File: src/hw/rtl/chs_pkg.sv
// Shared types and codes for the chained hash set.
// No dependencies; used by chained_hash_set.
`timescale 1ns / 1ps
`default_nettype none

package chs_pkg;

  localparam int VALUE_W  = 16;
  localparam int OP_W     = 2;
  localparam int STATUS_W = 3;

  typedef logic [OP_W-1:0]     op_t;
  typedef logic [STATUS_W-1:0] status_t;

  // request kinds; the spare code acts as a search
  localparam op_t OP_ADD    = 2'd0;
  localparam op_t OP_DELETE = 2'd1;
  localparam op_t OP_SEARCH = 2'd2;

  localparam status_t ST_ADDED     = 3'd0;
  localparam status_t ST_DUPLICATE = 3'd1;
  localparam status_t ST_REMOVED   = 3'd2;
  localparam status_t ST_NOT_FOUND = 3'd3;
  localparam status_t ST_FOUND     = 3'd4;
  localparam status_t ST_FULL      = 3'd5;

endpackage

`default_nettype wire

File: src/hw/rtl/chained_hash_set.sv
// Chained hash set of signed 16-bit keys: add, delete and search requests.
// Depends on chs_pkg (types, request and status codes).
`timescale 1ns / 1ps
`default_nettype none

// A request is taken when start is high and busy is low. Its one result
// appears on status and found, marked by done for a single cycle; the
// receiver must take it then. The bucket is (|value|^2) mod NUM_BUCKETS,
// found by one shared remainder unit (reciprocal multiply, then subtract)
// that runs twice: on |value|, then on the square of that remainder, with
// a squaring step between. The bucket's slots are then read from one
// memory port, one slot per cycle, and the next request can start in the
// cycle done is shown. After reset the block sweeps the entry memory clear,
// with busy high, before it takes the first request.
module chained_hash_set #(
  parameter int NUM_BUCKETS  = 7,
  parameter int BUCKET_SLOTS = 8
) (
  input  wire logic                         clk,
  input  wire logic                         rst,
  input  wire logic                         start,
  output logic                              busy,
  input  wire chs_pkg::op_t                 op,
  input  wire logic signed [chs_pkg::VALUE_W-1:0] value,
  output logic                              done,
  output chs_pkg::status_t                  status,
  output logic                              found
);

  localparam int VW    = chs_pkg::VALUE_W;
  localparam int TOTAL = NUM_BUCKETS * BUCKET_SLOTS;
  localparam int AW    = (TOTAL > 1) ? $clog2(TOTAL) : 1;
  localparam int BW    = $clog2(NUM_BUCKETS);
  localparam int SW    = $clog2(BUCKET_SLOTS + 1);
  localparam int RW    = VW + 2;
  localparam int SHIFT = VW + BW;

  // ceil(2^SHIFT / N): exact quotient for every operand below 2^VW
  localparam longint unsigned RECIP_L =
    ((64'd1 << SHIFT) + 64'(NUM_BUCKETS) - 64'd1) / 64'(NUM_BUCKETS);

  localparam logic [RW-1:0] RECIP     = RW'(RECIP_L);
  localparam logic [VW-1:0] NB_V      = VW'(NUM_BUCKETS);
  localparam logic [AW-1:0] SLOTS_A   = AW'(BUCKET_SLOTS);
  localparam logic [AW-1:0] LAST_ADDR = AW'(TOTAL - 1);
  localparam logic [SW-1:0] SLOTS_S   = SW'(BUCKET_SLOTS);
  localparam logic [SW-1:0] LAST_SLOT = SW'(BUCKET_SLOTS - 1);

  typedef enum logic [2:0] {
    S_CLEAR, S_IDLE, S_MUL, S_REM, S_SQUARE, S_BASE, S_SCAN, S_UPDATE
  } state_t;

  state_t            state;
  chs_pkg::op_t      req_op;
  logic [VW-1:0]     req_value;
  logic [VW-1:0]     sh;          // operand of the remainder unit
  logic [VW-1:0]     quo;
  logic              sq_pass;
  logic [BW-1:0]     red;         // remainder, later the bucket
  logic [AW-1:0]     clr_addr;
  logic [AW-1:0]     rd_addr;
  logic [AW-1:0]     chk_addr;
  logic              pend;
  logic [SW-1:0]     iss_cnt;
  logic [SW-1:0]     chk_cnt;
  logic              hit;
  logic [AW-1:0]     hit_addr;
  logic              has_free;
  logic [AW-1:0]     free_addr;

  // memory: {valid, value}
  logic [VW:0]       mem [TOTAL];
  logic [VW:0]       mem_q;
  logic              mem_we;
  logic [AW-1:0]     mem_waddr;
  logic [VW:0]       mem_wdata;

  logic              accept;
  logic [VW-1:0]     mag;
  logic [VW+RW-1:0]  prod;
  logic [2*BW-1:0]   sq;

  assign accept = start && !busy;
  assign busy   = (state != S_IDLE);
  assign mag    = value[VW-1] ? (~value + VW'(1)) : value;

  // shared remainder unit: quotient by reciprocal multiply
  assign prod = (VW+RW)'(sh) * (VW+RW)'(RECIP);

  assign sq = (2*BW)'(red) * (2*BW)'(red);

  always_comb begin
    mem_we    = 1'b0;
    mem_waddr = clr_addr;
    mem_wdata = '0;
    case (state)
      S_CLEAR: begin
        mem_we = 1'b1;
      end
      S_UPDATE: begin
        if (req_op == chs_pkg::OP_ADD && !hit && has_free) begin
          mem_we    = 1'b1;
          mem_waddr = free_addr;
          mem_wdata = {1'b1, req_value};
        end else if (req_op == chs_pkg::OP_DELETE && hit) begin
          mem_we    = 1'b1;
          mem_waddr = hit_addr;
          mem_wdata = {1'b0, req_value};
        end
      end
      default: begin
        mem_we = 1'b0;
      end
    endcase
  end

  always_ff @(posedge clk) begin
    if (mem_we) begin
      mem[mem_waddr] <= mem_wdata;
    end
    mem_q <= mem[rd_addr];
  end

  always_ff @(posedge clk) begin
    if (rst) begin
      state    <= S_CLEAR;
      clr_addr <= '0;
      done     <= 1'b0;
      pend     <= 1'b0;
    end else begin
      done <= 1'b0;
      case (state)
        S_CLEAR: begin
          clr_addr <= clr_addr + 1'b1;
          if (clr_addr == LAST_ADDR) begin
            state <= S_IDLE;
          end
        end
        S_IDLE: begin
          if (accept) begin
            req_op    <= op;
            req_value <= value;
            sh        <= mag;
            sq_pass   <= 1'b0;
            state     <= S_MUL;
          end
        end
        S_MUL: begin
          quo   <= VW'(prod >> SHIFT);
          state <= S_REM;
        end
        S_REM: begin
          red <= BW'(sh - VW'(quo * NB_V));
          if (sq_pass) begin
            state <= S_BASE;
          end else begin
            state <= S_SQUARE;
          end
        end
        S_SQUARE: begin
          sh      <= VW'(sq);
          sq_pass <= 1'b1;
          state   <= S_MUL;
        end
        S_BASE: begin
          rd_addr  <= AW'(AW'(red) * SLOTS_A);
          iss_cnt  <= '0;
          chk_cnt  <= '0;
          pend     <= 1'b0;
          hit      <= 1'b0;
          has_free <= 1'b0;
          state    <= S_SCAN;
        end
        S_SCAN: begin
          // reads issue one per cycle; each is checked the cycle after
          if (iss_cnt != SLOTS_S) begin
            pend     <= 1'b1;
            chk_addr <= rd_addr;
            rd_addr  <= rd_addr + 1'b1;
            iss_cnt  <= iss_cnt + 1'b1;
          end else begin
            pend <= 1'b0;
          end
          if (pend) begin
            if (mem_q[VW]) begin
              if (!hit && mem_q[VW-1:0] == req_value) begin
                hit      <= 1'b1;
                hit_addr <= chk_addr;
              end
            end else if (!has_free) begin
              has_free  <= 1'b1;
              free_addr <= chk_addr;
            end
            chk_cnt <= chk_cnt + 1'b1;
            if (chk_cnt == LAST_SLOT) begin
              state <= S_UPDATE;
            end
          end
        end
        S_UPDATE: begin
          done  <= 1'b1;
          found <= hit;
          case (req_op)
            chs_pkg::OP_ADD: begin
              if (hit) begin
                status <= chs_pkg::ST_DUPLICATE;
              end else if (!has_free) begin
                status <= chs_pkg::ST_FULL;
              end else begin
                status <= chs_pkg::ST_ADDED;
              end
            end
            chs_pkg::OP_DELETE: begin
              status <= hit ? chs_pkg::ST_REMOVED : chs_pkg::ST_NOT_FOUND;
            end
            default: begin
              status <= hit ? chs_pkg::ST_FOUND : chs_pkg::ST_NOT_FOUND;
            end
          endcase
          pend  <= 1'b0;
          state <= S_IDLE;
        end
        default: begin
          state <= S_IDLE;
        end
      endcase
    end
  end

  a_done_idle: assert property (@(posedge clk) disable iff (rst) done |-> !busy)
    else $error("result shown while busy");

  a_accept_busy: assert property (@(posedge clk) disable iff (rst) accept |=> busy)
    else $error("busy not raised after a request");

  a_done_single: assert property (@(posedge clk) disable iff (rst) done |=> !done)
    else $error("result strobe longer than one cycle");

  a_found_status: assert property (@(posedge clk) disable iff (rst)
    done |-> (found == (status == chs_pkg::ST_DUPLICATE ||
                        status == chs_pkg::ST_REMOVED ||
                        status == chs_pkg::ST_FOUND)))
    else $error("found disagrees with status");

endmodule

`default_nettype wire
File: config.mk
export PLATFORM = sky130hd
export DESIGN_NAME = chained_hash_set
export DESIGN_NICKNAME = d
export VERILOG_FILES = /design/src/hw/rtl/chs_pkg.sv /design/src/hw/rtl/chained_hash_set.sv
export SDC_FILE = /design/constraint.sdc
export NUM_CORES = 1
export LEC_CHECK = 0
export BUFFER_PORTS_ARGS = -buffer_cell sky130_fd_sc_hd__buf_2
export CAP_MARGIN = 25
export CORE_ASPECT_RATIO = 1.5
export CORE_MARGIN = 2
export CORE_UTILIZATION = 30
export CTS_BUF_LIST = sky130_fd_sc_hd__clkbuf_16
export CTS_CLUSTER_SIZE = 8
export DETAILED_ROUTE_END_ITERATION = 8
export PLACE_DENSITY_LB_ADDON = 0.08
export SYNTH_ARGS = -nofsm -noshare
export SYNTH_HDL_FRONTEND = slang
export SYNTH_SLANG_ARGS = --single-unit
File: constraint.sdc
create_clock -name clk -period 14.04 [get_ports clk]
set_input_delay 2.808 -clock clk [delete_from_list [all_inputs] [get_ports clk]]
set_output_delay 2.808 -clock clk [all_outputs]
set_load 0.05 [all_outputs]
==> impl_metrics.env, run 1 <==
export IMPL_ant_nets=0
export IMPL_setup_violations=0
export IMPL_drive_gt1_share_pct=25.9
export IMPL_reg2regPathDepth=17
export IMPL_seq_area_um2=31500
export IMPL_drv_cap=0
export IMPL_status="completed"
export IMPL_yosysWarnings=0
export IMPL_hpwlAfterDp_um=70900
export IMPL_ctsHoldBuffers=0
export IMPL_cts_setup_buffers=0
export IMPL_core_area_um2=145000
export IMPL_first_pass_iters=4
export IMPL_wire_per_inst_um=28.5
export IMPL_tritoncts="done"
export IMPL_hp_start="chk_addr[3]"
export IMPL_setup_tns_final_ns=0
export IMPL_min_path_cells=0
export IMPL_synth_avg_cell_area_um2=20.0
export IMPL_portBuffers=26
export IMPL_layout_nets=2483
export IMPL_io_pins=27
export IMPL_drc_errors=0
export IMPL_rsz0062_at_grt="no"
export IMPL_grt_util_all_layers_pct=16.8
export IMPL_synth_distinct_cells=61
export IMPL_wirelength_um=122000
export IMPL_synth_most_common_cell="edfxtp_1"
export IMPL_cp_max_fo=4
export IMPL_synthToLayoutAreaGrowth_pct=16.1
export IMPL_synth_edf_count=1031
export IMPL_clk_latency_ns=0.75
export IMPL_end_kind="register"
export IMPL_synth_area_leader_cell="edfxtp_1"
export IMPL_die_h_um=471
export IMPL_grt_max_degree=96
export IMPL_clock_skew_ns=0.0235
export IMPL_synth_area_leaders="edfxtp_1 71%, mux4_2 14%, ha_1 2.5%"
export IMPL_syn_nets=2330
export IMPL_synth_cell_area_um2=43700
export IMPL_dr_total_vias=21000
export IMPL_clock_sinks=1059
export IMPL_ys_async_sr_fraction_pct=0
export IMPL_regToRegStartpoint="sh[14]"
export IMPL_multi_input_area_um2=11500
export IMPL_min_period_over_period_pct=36.2
export IMPL_required_ns=14.52
export IMPL_fin_ws_ns=8.96
export IMPL_start_util_pct=30.2
export IMPL_yosys_top_cells_count="1031 x edfxtp_1, 268 x mux4_2, 107 x inv_1, 106 x nor2_1, 86 x ha_1"
export IMPL_fin_crit_ns=5.08
export IMPL_die_width_um=315
export IMPL_crit_type="register to register"
export IMPL_fmax_ghz=0.197
export IMPL_grt_pass1_vias=23400
export IMPL_antenna_found_initial=5
export IMPL_synth_seq_cells=1059
export IMPL_yosysTopAreaCellShare_pct=70.9
export IMPL_finalHoldViolations=0
export IMPL_slew_violations=0
export IMPL_grt_pass1_wl_um=174000
export IMPL_cts_clk_slew_worst_paths_ns=0.06
export IMPL_ff2ff_setup_slack_ns=8.96
export IMPL_cts_root_buf="clkbuf_16"
export IMPL_worst_pin_slew_ns=0.991
export IMPL_critical_path_arrival_ns=5.56
export IMPL_powerDensity_nw_per_um2=144
export IMPL_irDropWorstVdd_uv=122
export IMPL_place_gp_congestion=0.756
export IMPL_cts_buffers=150
export IMPL_hp_class="register to register"
export IMPL_overflow=0
export IMPL_cts_resized=0
export IMPL_rows=171
export IMPL_synth_ff_type="edfxtp_1"
export IMPL_maxSlewHeadroom_pct=33.9
export IMPL_synthCells=2181
export IMPL_viasPerCell=4.92
export IMPL_timing_rr_end="quo[2]"
export IMPL_dp_slack_ns=8.94
export IMPL_hold_end="hit_addr[3]"
export IMPL_n_fill_cell=13600
export IMPL_synth_seq_area_share_pct=72.2
export IMPL_h_tree_depth=4
export IMPL_critPathLaunchType="register"
export IMPL_p_leak_nw=16.1
export IMPL_die_area_um2=149000
export IMPL_cts_buffer_depth=3
export IMPL_drtIter0Drc=1539
-- power by group --
part,internal [mW],total [mW],switching (mW)
clock,1.94,3.24,1.30
combinational,0.174,0.469,0.295
sequential,3.54,3.57,0.0322
total,5.65,7.28,1.63
-- critical path, stage by stage (launching register included) --
cell and delay, ns:
edfxtp_1 0.42, inv_1 0.06, ha_1 0.31, fa_1 0.49, inv_1 0.05, fa_1 0.48
fa_1 0.52, inv_1 0.05, fa_1 0.48, inv_1 0.05, ha_1 0.27, ha_1 0.29
and3_1 0.20, a221oi_1 0.35, o22ai_1 0.14, a211oi_1 0.38, o21bai_1 0.13, xnor2_1 0.13
-- metal layers --
layer / global-route usage (%) / wire length, um
met3: 2.87 / 4450
met5: 0 / 13
met4: 4.73 / 2950
met1: 19.7 / 47500
met2: 31.1 / 67100
-- logic make-up after synthesis --
group | count (synthesis) | synth area share, %
compound gates | 118 | 1.85
xor+xnor | 58 | 1.16
fa+ha+maj | 128 | 4.39
buf+inv | 203 | 2.09
flops | 1059 | 72.2
mux | 328 | 15.2
simple gates | 287 | 3.11
-- cell type report --
type | instances | area share [%]
Inverter | 108 | 0.799
Antenna cell | 1 | 0.00493
Clock buffer | 155 | 7.65
Sequential cell | 1059 | 62.2
Tap cell | 1903 | 4.70
Clock inverter | 33 | 0.424
Timing Repair Buffer | 96 | 1.53
Multi-Input combinational cell | 919 | 22.7
-- stage by stage --
stage	hold slack [ns]	instances	utilization (%)	area, um2	power (mW)
2_1_floorplan	0.421	2181	-	43700	3.91
3_3_place_gp	0.425	4077	32.1	46500	4.11
3_5_place_dp	0.434	4082	32.2	46600	4.12
4_1_cts	0.446	4270	35.0	50700	7.41
5_1_grt	0.456	4274	35.1	50700	7.56
6_report	0.448	4274	35.1	50700	7.28
-- flip-flops by register name, summed over array words and instances, names as in the netlist, 3 cells and up --
| name | cells |
|---|---|
| req_value | 16 |
| clr_addr | 6 |
| free_addr | 6 |
| rd_addr | 6 |
| hit_addr | 6 |
| iss_cnt | 4 |
| chk_addr | 6 |
| sh | 16 |
| quo | 3 |
| state | 3 |
| mem | 952 |
| status | 3 |
| mem_q | 17 |
| red | 3 |
| chk_cnt | 4 |
-- how the worst max path moves through the flow --
stage,cells after the start,from,end,slack [ns]
6_report,17,sh[14],quo[2],8.96
3_3_place_gp,17,sh[14],quo[2],8.94
5_1_grt,17,sh[14],quo[2],8.65
2_1_floorplan,17,sh[13],quo[2],9.37
3_5_place_dp,17,sh[14],quo[2],8.94
4_1_cts,17,sh[14],quo[2],8.93
-- cells in the final DEF, fill, tap and decap left out, types with 6 or more instances in the layout --
cell / instances
and2_2: 16
nor2_2: 32
nor2_1: 48
nor2b_1: 10
mux4_2: 268
xnor2_1: 36
a21o_1: 8
edfxtp_1: 1031
ha_1: 86
nand4_1: 7
dfxtp_1: 28
o21ai_1: 6
mux2i_1: 57
a22oi_1: 27
xor2_1: 22
nand3_1: 31
nand2b_1: 7
buf_4: 59
and2_1: 7
nand2_1: 61
inv_1: 131
nor2_4: 26
buf_12: 10
fa_1: 42
and3_1: 6
clkbuf_16: 155
nor3_1: 10
buf_2: 27
a21oi_1: 20
o21ai_0: 18
Power figures use the tool's default switching activity.
==> run 2: changes to the inputs <==
--- a/config.mk
+++ b/config.mk
@@ -5,6 +5,7 @@
 export SDC_FILE = /design/constraint.sdc
 export NUM_CORES = 1
 export LEC_CHECK = 0
+export ABC_AREA = 1
 export BUFFER_PORTS_ARGS = -buffer_cell sky130_fd_sc_hd__buf_2
 export CAP_MARGIN = 25
 export CORE_ASPECT_RATIO = 1.5
==> constraint.sdc (replaced) <==
create_clock -name clk -period 4.1 [get_ports clk]
set_input_delay 0.82 -clock clk [delete_from_list [all_inputs] [get_ports clk]]
set_output_delay 0.82 -clock clk [all_outputs]
set_load 0.05 [all_outputs]
==> run 2 against run 1 <==
The run now ends with negative setup slack left; sequential power rose to 3.4 times the previous value; utilization rose by 0.15 points; power rose to 3.7 times the previous value; final cell count rose by 55%; design area rose by 8.6%; worst hold slack got worse by 0.19 ns; sequential cell count did not move; via count rose by 48%; die area rose by 7.7%; count of clock-buffer cells in the layout fell by 4; setup slack got worse by 9.2 ns; largest power group unchanged; highest routed layer is now met4.
==> impl_metrics.env, run 2 <==
export IMPL_clock_sinks=1059
export IMPL_layout_cells_most_common_list="1310 x nand2_1, 1031 x edfxtp_1, 512 x nand3_1, 437 x inv_1, 240 x nor2_1"
export IMPL_placed_area_um2=50900
export IMPL_status="complete, but fails checks"
export IMPL_finalHoldViolations=0
export IMPL_synth_seq_cells=1059
export IMPL_die_width_um=327
export IMPL_setup_tns_final_ns=-0.827
export IMPL_setup_violations=3
export IMPL_syn_nets=4515
export IMPL_final_common_cell="nand2_1"
export IMPL_worst_pin_slew_ns=1.00
export IMPL_synthToLayoutAreaGrowth_pct=17.0
export IMPL_reg2regPathDepth=18
export IMPL_grt_pass1_wl_um=224000
export IMPL_tritoncts="done"
export IMPL_p_leak_nw=22.0
export IMPL_worst_path_max_delay_cell="fa_1"
export IMPL_final_cell_area_um2=55000
export IMPL_die_area_um2=160000
export IMPL_layout_nets=4665
export IMPL_grt_max_degree=149
export IMPL_grt_util_all_layers_pct=19.2
export IMPL_core_area_um2=156000
export IMPL_yosysWarnings=0
export IMPL_io_pins=27
export IMPL_drc_errors=0
export IMPL_synth_ff_type="edfxtp_1"
export IMPL_cp_max_fo=4
export IMPL_synth_cell_area_um2=47100
export IMPL_required_ns=4.61
export IMPL_pwr_share_comb_pct=11.9
export IMPL_top_register="mem"
export IMPL_critPathLaunchType="register"
export IMPL_largest_registers="mem (952), mem_q (17)"
export IMPL_clk_latency_ns=0.77
export IMPL_power_frac_clock_pct=42.1
export IMPL_cts_buffer_depth=3
export IMPL_synth_edf_count=1031
export IMPL_drive_gt1_share_pct=11.4
export IMPL_first_pass_iters=5
export IMPL_dr_total_vias=31200
export IMPL_n_fill_cell=15600
export IMPL_p_int_mw=19.9
export IMPL_hp_class="input pin to register"
export IMPL_cts_buffers=150
export IMPL_portBuffers=26
export IMPL_antenna_found_initial=5
export IMPL_min_path_cells=1
export IMPL_rows=178
export IMPL_cts_clk_slew_worst_paths_ns=0.06
export IMPL_ant_nets=0
export IMPL_ys_async_sr_fraction_pct=0
export IMPL_grt_pass1_vias=32100
export IMPL_synth_most_common_cell="nand2_1"
export IMPL_synth_avg_cell_area_um2=10.8
export IMPL_wire_per_inst_um=23.1
export IMPL_synth_distinct_cells=45
export IMPL_overflow=0
export IMPL_fin_crit_ns=4.39
export IMPL_largest_reg_flops=952
export IMPL_clock_skew_ns=0.0237
export IMPL_yosysTopAreaCellShare_pct=65.8
export IMPL_fmax_ghz=0.228
export IMPL_drtIter0Drc=2032
export IMPL_synth_area_leaders="edfxtp_1 66%, nand2_1 10%, nand3_1 5.4%"
export IMPL_viasPerCell=4.71
export IMPL_die_h_um=489
export IMPL_min_period_over_period_pct=107
export IMPL_fin_ws_ns=-0.287
export IMPL_h_tree_depth=4
export IMPL_place_gp_congestion=0.775
export IMPL_wirelength_um=153000
export IMPL_crit_type="register to register"
export IMPL_dp_slack_ns=-0.414
export IMPL_yosys_top_cells_count="1312 x nand2_1, 1031 x edfxtp_1, 512 x nand3_1, 434 x inv_1, 304 x nor2_1"
export IMPL_critical_path_max_stage_delay_ns=0.51
export IMPL_drv_cap=0
export IMPL_fin_util_pct=35.2
export IMPL_power_share_sequential_pct=46.0
export IMPL_rsz0062_at_grt="yes"
export IMPL_synth_seq_area_share_pct=67.0
export IMPL_slew_violations=0
export IMPL_power_total_mw=26.6
export IMPL_switchingPower_mw=6.73
export IMPL_start_util_pct=30.1
export IMPL_cts_root_buf="clkbuf_16"
export IMPL_hpwlAfterDp_um=92000
export IMPL_end_kind="register"
export IMPL_synthCells=4366
export IMPL_critical_path_arrival_ns=4.90
export IMPL_maxSlewHeadroom_pct=32.9
export IMPL_powerDensity_nw_per_um2=484
export IMPL_synth_area_leader_cell="edfxtp_1"
export IMPL_worstPathCellList="inv_2 > ha_4 > ha_2 > or2_4 > fa_1 > inv_2 > fa_1 > inv_2 > fa_1 > fa_2 > ha_4 > nand2_4 > nor3_4 > inv_1 > nor2_1 > nand4_1 > nand4_1 > nand2_1"
export IMPL_p_sw_share_pct=25.3
export IMPL_irDropWorstVdd_uv=430
export IMPL_violations="negative setup slack"
[run 2: cell types whose count changed in the layout (fill, tap and decap cells not counted), moves of 16 or more]
cell      delta
o21ai_0    +122
o211ai_1    +34
mux4_2     -268
mux2i_1     -57
inv_1      +306
a22oi_1     -27
a21oi_1     +53
nand3_1    +481
nand2_1   +1249
xnor2_1     -26
nor2_1     +192
o22ai_1     +17
buf_4       +96
and2_2      -16
[run 2: worst paths after layout]
kind	end	start	slack, ns
hold / removal	req_op[0]	op[0]	0.25
hold reg to reg	hit_addr[1]	chk_addr[1]	0.44
setup reg to reg	quo[2]	sh[14]	-0.29
setup / recovery	quo[2]	sh[14]	-0.29
[run 2: timing repair]
| item | in CTS | in global routing |
|---|---|---|
| endpoints found under the setup margin | 3 | 3 |
| setup buffers | 1 | 0 |
| hold buffers | 0 | 0 |
| pin swaps | 8 | 9 |
| gates resized for setup | 17 | 10 |
[run 2: cell type report]
type	count	area [um2]	share of cell area (%)
diodes	1	2.50	0.00455
clock buffers	151	3780	6.86
clock inverters	31	278	0.505
inverters	440	1670	3.04
multi-input cells	2658	13400	24.3
flip-flops and latches	1059	31500	57.3
well taps	2070	2590	4.70
repair buffers	207	1810	3.28
[run 2: critical path: cells and delay by family (launching register included)]
| family | cells | cell delay (ns) |
|---|---|---|
| fa+ha+maj | 7 | 2.57 |
| simple gates | 7 | 0.85 |
| flops | 1 | 0.46 |
| buf+inv | 4 | 0.22 |
[run 2: per-stage QoR]
step,std cells,hold WS [ns]
floorplan,4366,0.421
global placement,6432,0.427
detailed placement,6433,0.430
CTS,6616,0.206
global route,6617,0.219
finish,6617,0.254
[run 2: cells by family after synthesis]
logic type,after synthesis,share of synthesized area (%)
xor+xnor,21,0.391
buf+inv,649,5.45
flops,1059,67.0
compound gates,294,3.54
simple gates,2215,19.6
fa+ha+maj,128,4.07
[run 2: power groups by stage]
stage | Combinational, mW | Sequential [mW] | Clock [mW]
2_1_floorplan | 1.80 | 12.4 | 0
4_1_cts | 3.20 | 12.3 | 11.5
5_1_grt | 3.60 | 12.3 | 11.9
3_3_place_gp | 2.91 | 12.5 | 0
3_5_place_dp | 2.91 | 12.5 | 0
6_report | 3.17 | 12.3 | 11.2
[run 2: per-layer routing]
metal	up-vias	global-route usage, %	part of all wire (%)
met5	-	0	0
met4	0	6.20	2.9
met1	15500	22.4	40
li1	14900	-	-
met2	553	36.2	54
met3	196	2.57	3.2
